===== config.mk =====
export PLATFORM = sky130hd
export DESIGN_NAME = csv_sqrt
export DESIGN_NICKNAME = d
export VERILOG_FILES = /design/src/rtl/cube_sphere_vertex_gen_top_assert.svh /design/src/rtl/csv_pkg.sv /design/src/rtl/csv_sqrt.sv
export SDC_FILE = /design/constraint.sdc
export NUM_CORES = 2
export LEC_CHECK = 0
export BUFFER_PORTS_ARGS = -buffer_cell sky130_fd_sc_hd__buf_2
export CORE_MARGIN = 2
export CORE_UTILIZATION = 62
export DETAILED_ROUTE_END_ITERATION = 6
export PLACE_DENSITY = 0.79
export SYNTH_ARGS = -nofsm -noshare
export SYNTH_HDL_FRONTEND = slang
export SYNTH_SLANG_ARGS = --single-unit
export TNS_END_PERCENT = 50

===== constraint.sdc =====
create_clock -name clk -period 22.6 [get_ports clk]
set_input_delay 0 -clock clk [delete_from_list [all_inputs] [get_ports clk]]
set_output_delay 0 -clock clk [all_outputs]
set_load 0.01 [all_outputs]

===== src/rtl/cube_sphere_vertex_gen_top_assert.svh =====
// Assertion macros used by the vertex generator top level.
`ifndef CUBE_SPHERE_VERTEX_GEN_TOP_ASSERT_SVH
`define CUBE_SPHERE_VERTEX_GEN_TOP_ASSERT_SVH

// Same-cycle implication, sampled on clk, off during rst.
`define CSV_ASSERT_HOLDS(lbl, ante, cons, msg) \
  lbl: assert property (@(posedge clk) disable iff (rst) (ante) |-> (cons)) else $error(msg);

// Next-cycle implication, sampled on clk, off during rst.
`define CSV_ASSERT_NEXT(lbl, ante, cons, msg) \
  lbl: assert property (@(posedge clk) disable iff (rst) (ante) |=> (cons)) else $error(msg);

`endif


===== src/rtl/csv_pkg.sv =====
// Types, widths and face table of the cube sphere vertex generator.
`default_nettype none

package csv_pkg;

  localparam int COORD_W    = 9;
  localparam int GS_W       = 10;
  localparam int FACE_W     = 3;
  localparam int IDX_W      = 18;
  localparam int POS_W      = 16;
  localparam int CFG_IDX_W  = 2;
  localparam int CFG_DATA_W = 10;

  localparam int U_W        = GS_W + 1;
  localparam int SQ_W       = 20;
  localparam int DD2_W      = 2 * SQ_W;
  localparam int DD3_W      = SQ_W + 2;
  localparam int SUV_W      = SQ_W + 1;
  localparam int DEN_W      = DD2_W + 3;
  localparam int RATIO_BITS = 28;
  localparam int Q_W        = RATIO_BITS + 1;
  localparam int Y_W        = 15;
  localparam int ROOT_W     = POS_W;

  localparam logic [CFG_IDX_W-1:0] CFG_FACE = CFG_IDX_W'(0);
  localparam logic [CFG_IDX_W-1:0] CFG_GRID = CFG_IDX_W'(1);

  localparam logic [FACE_W-1:0] FACE_NEG_Z = FACE_W'(0);
  localparam logic [FACE_W-1:0] FACE_POS_Z = FACE_W'(1);
  localparam logic [FACE_W-1:0] FACE_POS_Y = FACE_W'(2);
  localparam logic [FACE_W-1:0] FACE_NEG_Y = FACE_W'(3);
  localparam logic [FACE_W-1:0] FACE_POS_X = FACE_W'(4);
  localparam logic [FACE_W-1:0] FACE_NEG_X = FACE_W'(5);

  localparam logic [GS_W-1:0] GRID_RESET = GS_W'(512);
  localparam logic [GS_W-1:0] GRID_MIN   = GS_W'(2);

  localparam logic signed [POS_W-1:0] POS_ONE = POS_W'(16384);

  localparam logic [1:0] AX_X = 2'd0;
  localparam logic [1:0] AX_Y = 2'd1;
  localparam logic [1:0] AX_Z = 2'd2;

  typedef struct packed {
    logic [1:0] ax_n;
    logic [1:0] ax_a;
    logic [1:0] ax_b;
    logic       neg_n;
    logic       neg_a;
    logic       neg_b;
  } face_map_t;

  // Per-vertex data that rides alongside the arithmetic.
  typedef struct packed {
    logic [FACE_W-1:0] face;
    logic              neg_u;
    logic              neg_v;
    logic              quad;
    logic [IDX_W-1:0]  vi;
    logic [IDX_W-1:0]  t0;
    logic [IDX_W-1:0]  p1;
    logic [IDX_W-1:0]  pg;
    logic [IDX_W-1:0]  pg1;
  } side_t;

  function automatic face_map_t face_lookup(input logic [FACE_W-1:0] f);
    face_map_t m;
    case (f)
      FACE_POS_Z: m = '{AX_Z, AX_Y, AX_X, 1'b0, 1'b0, 1'b1};
      FACE_POS_Y: m = '{AX_Y, AX_X, AX_Z, 1'b0, 1'b0, 1'b1};
      FACE_NEG_Y: m = '{AX_Y, AX_X, AX_Z, 1'b1, 1'b1, 1'b1};
      FACE_POS_X: m = '{AX_X, AX_Z, AX_Y, 1'b0, 1'b0, 1'b1};
      FACE_NEG_X: m = '{AX_X, AX_Z, AX_Y, 1'b1, 1'b1, 1'b1};
      default:    m = '{AX_Z, AX_Y, AX_X, 1'b1, 1'b1, 1'b1};
    endcase
    return m;
  endfunction

endpackage

`default_nettype wire


===== src/rtl/csv_sqrt.sv =====
// Pipelined square root, one result bit a stage, then round to nearest.
`default_nettype none

module csv_sqrt (
  input  logic                                clk,
  input  logic                                rst,
  input  logic                                in_valid,
  output logic                                in_ready,
  input  logic [2:0][csv_pkg::Q_W-1:0]        in_t,
  input  csv_pkg::side_t                      in_side,
  output logic                                out_valid,
  input  logic                                out_ready,
  output logic [2:0][csv_pkg::ROOT_W-1:0]     out_mag,
  output csv_pkg::side_t                      out_side
);
  import csv_pkg::*;

  localparam int NST  = Y_W + 1;
  localparam int T_W  = Q_W;
  localparam int TR_W = T_W + 2;

  typedef struct packed {
    logic [Y_W-1:0] y;
    logic [T_W-1:0] rem;
  } rstep_t;

  logic [NST-1:0] v;
  logic [NST-1:0] ld;

  rstep_t [2:0]           st      [Y_W];
  rstep_t [2:0]           st_next [Y_W];
  side_t                  sd      [NST];
  logic [2:0][ROOT_W-1:0] mag;

  // rem holds t - y*y; set bit b when (y + 2^b)^2 still fits.
  function automatic rstep_t sq_step(input logic [Y_W-1:0] y, input logic [T_W-1:0] rem,
                                     input int b);
    logic [TR_W-1:0] trial;
    rstep_t          res;
    trial   = (TR_W'(y) << (b + 1)) + (TR_W'(1) << (2 * b));
    res.y   = y;
    res.rem = rem;
    if (TR_W'(rem) >= trial) begin
      res.rem = T_W'(TR_W'(rem) - trial);
      res.y   = y | (Y_W'(1) << b);
    end
    return res;
  endfunction

  always_comb begin
    ld[NST-1] = !v[NST-1] || out_ready;
    for (int k = NST - 2; k >= 0; k--) begin
      ld[k] = !v[k] || ld[k+1];
    end
  end

  always_comb begin
    for (int l = 0; l < 3; l++) begin
      st_next[0][l] = sq_step('0, in_t[l], Y_W - 1);
    end
    for (int j = 1; j < Y_W; j++) begin
      for (int l = 0; l < 3; l++) begin
        st_next[j][l] = sq_step(st[j-1][l].y, st[j-1][l].rem, Y_W - 1 - j);
      end
    end
  end

  always_ff @(posedge clk) begin
    if (rst) begin
      v <= '0;
    end else begin
      if (ld[0]) begin
        v[0] <= in_valid;
      end
      for (int k = 1; k < NST; k++) begin
        if (ld[k]) begin
          v[k] <= v[k-1];
        end
      end
    end
  end

  always_ff @(posedge clk) begin
    if (ld[0] && in_valid) begin
      st[0] <= st_next[0];
      sd[0] <= in_side;
    end
    for (int j = 1; j < Y_W; j++) begin
      if (ld[j] && v[j-1]) begin
        st[j] <= st_next[j];
        sd[j] <= sd[j-1];
      end
    end
    if (ld[NST-1] && v[NST-2]) begin
      for (int l = 0; l < 3; l++) begin
        mag[l] <= ROOT_W'(st[Y_W-1][l].y) +
                  ROOT_W'(st[Y_W-1][l].rem > T_W'(st[Y_W-1][l].y));
      end
      sd[NST-1] <= sd[NST-2];
    end
  end

  assign in_ready  = ld[0];
  assign out_valid = v[NST-1];
  assign out_mag   = mag;
  assign out_side  = sd[NST-1];

endmodule

`default_nettype wire


==> flow_summary.ini <==
[clocking]
clk_pin_slew_ps = 60
cts_root_buffer = clkbuf_16
cts_tree = yes
ctsLongestPathBuffers = 4
cts.htree.levels = 5
insertion_delay_ps = 990
numClockSinks = 3265
cts_inserted_buffers = 326
cts_resized = 0

[detailed_routing]
dr.first_iter.drc_count = 7863
drcViolationCount = 0
first_pass_iters = 6
ant_nets = 0
drt-total-wl_um = 286000
vias_per_cell = 5.99
dr_total_vias = 72200
wl_per_cell_um = 23.7

[global_routing]
grt_use_met1 = 0.338
grt_busiest_layer = met2
use_met2 = 0.472
grt_overflow = 0
grt_max_degree = 147
grt_pass1_vias = 73500
grt_pass1_wl_um = 439000
antenna_found_initial = 10
grtUsageTotal = 0.272
met3_usage = 0.0496

[worst_setup_path]
r2r_slack_ps = 17630
crit_path_start_kind = register
worstPathRequired_ps = 23180
cp_data_arrival_time_ps = 5550
rr_startpoint = v[14]
reg2reg_depth = 10
cp-startpoint = v[14]
critical_path_peak_fanout = 69
reg2reg_to = sd[0][105]
path_class = reg2reg
end_kind = register

[placed_design]
place_hpwl_um = 151000
port_buffers = 332
routabilityCongestion = 0.964

[synthesis]
synth_cells = 8136
synth_edf_count = 3249
synth_cell_type_count = 87
netlist_area_um2 = 130000
synth-main-ff-cell = edfxtp_1
syn_area_per_cell_um2 = 15.9
yosysWarnings = 0
yosysSeqAreaShare = 0.756
yosys-top-cells-area = edfxtp_1 75%, ha_1 4.3%, xnor2_1 2.0%, xor2_1 1.8%, inv_1 1.6%
synth_top_area_frac = 0.753
synth_top_cell_by_area = edfxtp_1
async_flop_share = 0
synth.ff_latch_count = 3265

[floorplan]
num_io_pins = 333
row_count = 167
start_util = 0.624
die_w_um = 461
die_y_um = 461
dieArea_um2 = 213000
fp.coreArea_um2 = 207000

[sta]
final-hold-violation-count = 0
tightest_slew_ps = 1320
slew_violations = 0
setup_viol = 0
clock.fmax_ghz = 0.201
rsz0062_at_grt = no
period_needed_ps = 4970
fin_tns_setup_ps = 0
skew_ps = 96.0
slew_headroom = 0.116
post-route-period-util = 0.220

[outcome]
status = completed

[min_path]
holdCritPathClass = in2reg
min_from = rst
whs_path_depth = 3
min_delay_worst_endpoint = v[3]

[final_layout]
synthToLayoutAreaGrowth_pct = 14.4
final_core_util = 0.715
drive_gt1_frac = 0.106
nets = 9682
final.fill_count = 11900

[power_and_ir_drop]
leakagePower_nw = 51.6
power.density_nw_per_um2 = 83.4
peakVddDrop_uv = 93.7

[flow_run]
maxCapViolCount = 0
==> sequential cells by signal (all words and copies together) (netlist names) <==
signal	count
out_mag	48
sd	1536
st	1665
v	16
==> what timing repair did <==
| action | CTS | global route |
|---|---|---|
| endpoints found under the hold margin | 263 | 0 |
| hold buffers | 373 | 0 |
| buffers inserted | 0 | 0 |
==> stage by stage <==
| stage | instances | power, W | hold slack (ps) | area, µm² | setup slack (ps) |
|---|---|---|---|---|---|
| after CTS | 12100 | 0.0123 | 2.00 | 148000 | 17830 |
| final | 12100 | 0.0124 | 41.2 | 148000 | 17630 |
| after floorplan | 8138 | 0.00696 | 69.1 | 130000 | 4880 |
| after global routing | 12100 | 0.0127 | 16.9 | 148000 | 17420 |
| after detailed placement | 11100 | 0.00701 | 178 | 134000 | 17900 |
| after global placement | 11100 | 0.00699 | 176 | 134000 | 18060 |
==> synthesized netlist by cell type, types with 12 or more instances <==
cell type	count
edfxtp_1	3249
inv_1	567
ha_1	450
nand2_1	423
nor2_1	383
o21ai_0	355
xnor2_1	301
a21oi_1	300
xor2_1	262
nor4_1	209
nor3_1	157
nand3_1	127
o21a_1	112
buf_4	96
nand2b_1	85
nand4_1	81
clkbuf_1	73
mux2_2	73
a21o_1	71
nor2b_1	69
or3_1	67
o31ai_1	56
or4_1	48
a211oi_1	38
nor4b_1	33
a31oi_1	32
and3_1	29
o211ai_1	26
nand4b_1	23
nor3b_1	22
nand3b_1	20
and2_1	17
buf_2	16
dfxtp_1	16
o21bai_1	16
a21boi_0	15
or2_2	15
mux2i_1	14
a2111oi_0	12
o41ai_1	12
==> cells in the final DEF (no fill, tap or decap), types with 17 or more instances in the layout <==
cell type	Yosys	layout
edfxtp_1	3249	3249
inv_1	567	567
ha_1	450	450
nand2_1	423	423
nor2_1	383	382
dlygate4sd3_1	0	373
o21ai_0	355	355
buf_2	16	332
clkbuf_16	0	331
xnor2_1	301	301
a21oi_1	300	297
xor2_1	262	262
nor4_1	209	207
nor3_1	157	157
nand3_1	127	127
o21a_1	112	112
nand2b_1	85	85
nand4_1	81	81
mux2_2	73	73
a21o_1	71	71
or3_1	67	67
clkinv_1	0	63
nor2b_1	69	61
o31ai_1	56	56
buf_4	96	56
clkbuf_1	73	51
or4_1	48	48
clkinv_2	0	47
a211oi_1	38	38
bufinv_16	0	33
nor4b_1	33	32
a31oi_1	32	30
and3_1	29	29
o211ai_1	26	26
nand4b_1	23	23
nor3b_1	22	22
nand3b_1	20	20
and2_1	17	17
==> report_power, final <==
| group | switching, W | leakage, nW | internal [W] | total, W |
|---|---|---|---|---|
| registers | 0.0000660 | 29.6 | 0.00670 | 0.00677 |
| logic | 0.000114 | 17.1 | 0.0000967 | 0.000210 |
| clock network | 0.00233 | 4.95 | 0.00305 | 0.00538 |
==> layer usage <==
metal | wire [µm] | vias to the layer above | part of all wire
met3 | 21400 | 849 | 0.075
met1 | 107000 | 35000 | 0.37
met5 | 60 | - | 0.00021
met4 | 12400 | 10 | 0.043
li1 | - | 32500 | -
met2 | 146000 | 3849 | 0.51
==> how the worst max path moves through the flow <==
stage	end	slack (ps)	cells after the start
2_1_floorplan	sd[1][384]	4880	2
3_3_place_gp	sd[0][31]	18060	10
3_5_place_dp	sd[0][18]	17900	10
4_1_cts	sd[0][147]	17830	10
5_1_grt	sd[0][4]	17420	10
6_report	sd[0][105]	17630	10
==> cell families after synthesis <==
logic type	count (synthesis)	synth area share
flip-flops	3265	0.756
buffers and inverters	760	0.0250
adder cells (fa/ha/maj)	453	0.0439
XOR/XNOR	563	0.0381
other	1	0.0000289
multiplexers	89	0.00766
AO/OA/AOI/OAI	1150	0.0553
AND/OR/NAND/NOR	1855	0.0745
==> critical path: stages, from the launching register on <==
cell and delay, ps:
dfxtp_1 330, and4b_1 290, and3_1 350, nand2_1 200
nor4_1 110, buf_4 190, and3_1 350, a21oi_4 210
buf_4 650, buf_4 850, buf_4 900
==> cell type report <==
class / instances / area (µm²) / share of cell area
clock buffer: 382 / 8470 / 0.0572
clock inverter: 173 / 1710 / 0.0115
timing repair buffer: 767 / 5940 / 0.0400
sequential: 3265 / 97900 / 0.660
multi-input combinational: 4113 / 28600 / 0.193
antenna: 5 / 12.5 / 0.0000844
inverter: 569 / 2140 / 0.0144
tap: 2788 / 3490 / 0.0235
(Power assumes the default switching activity.)
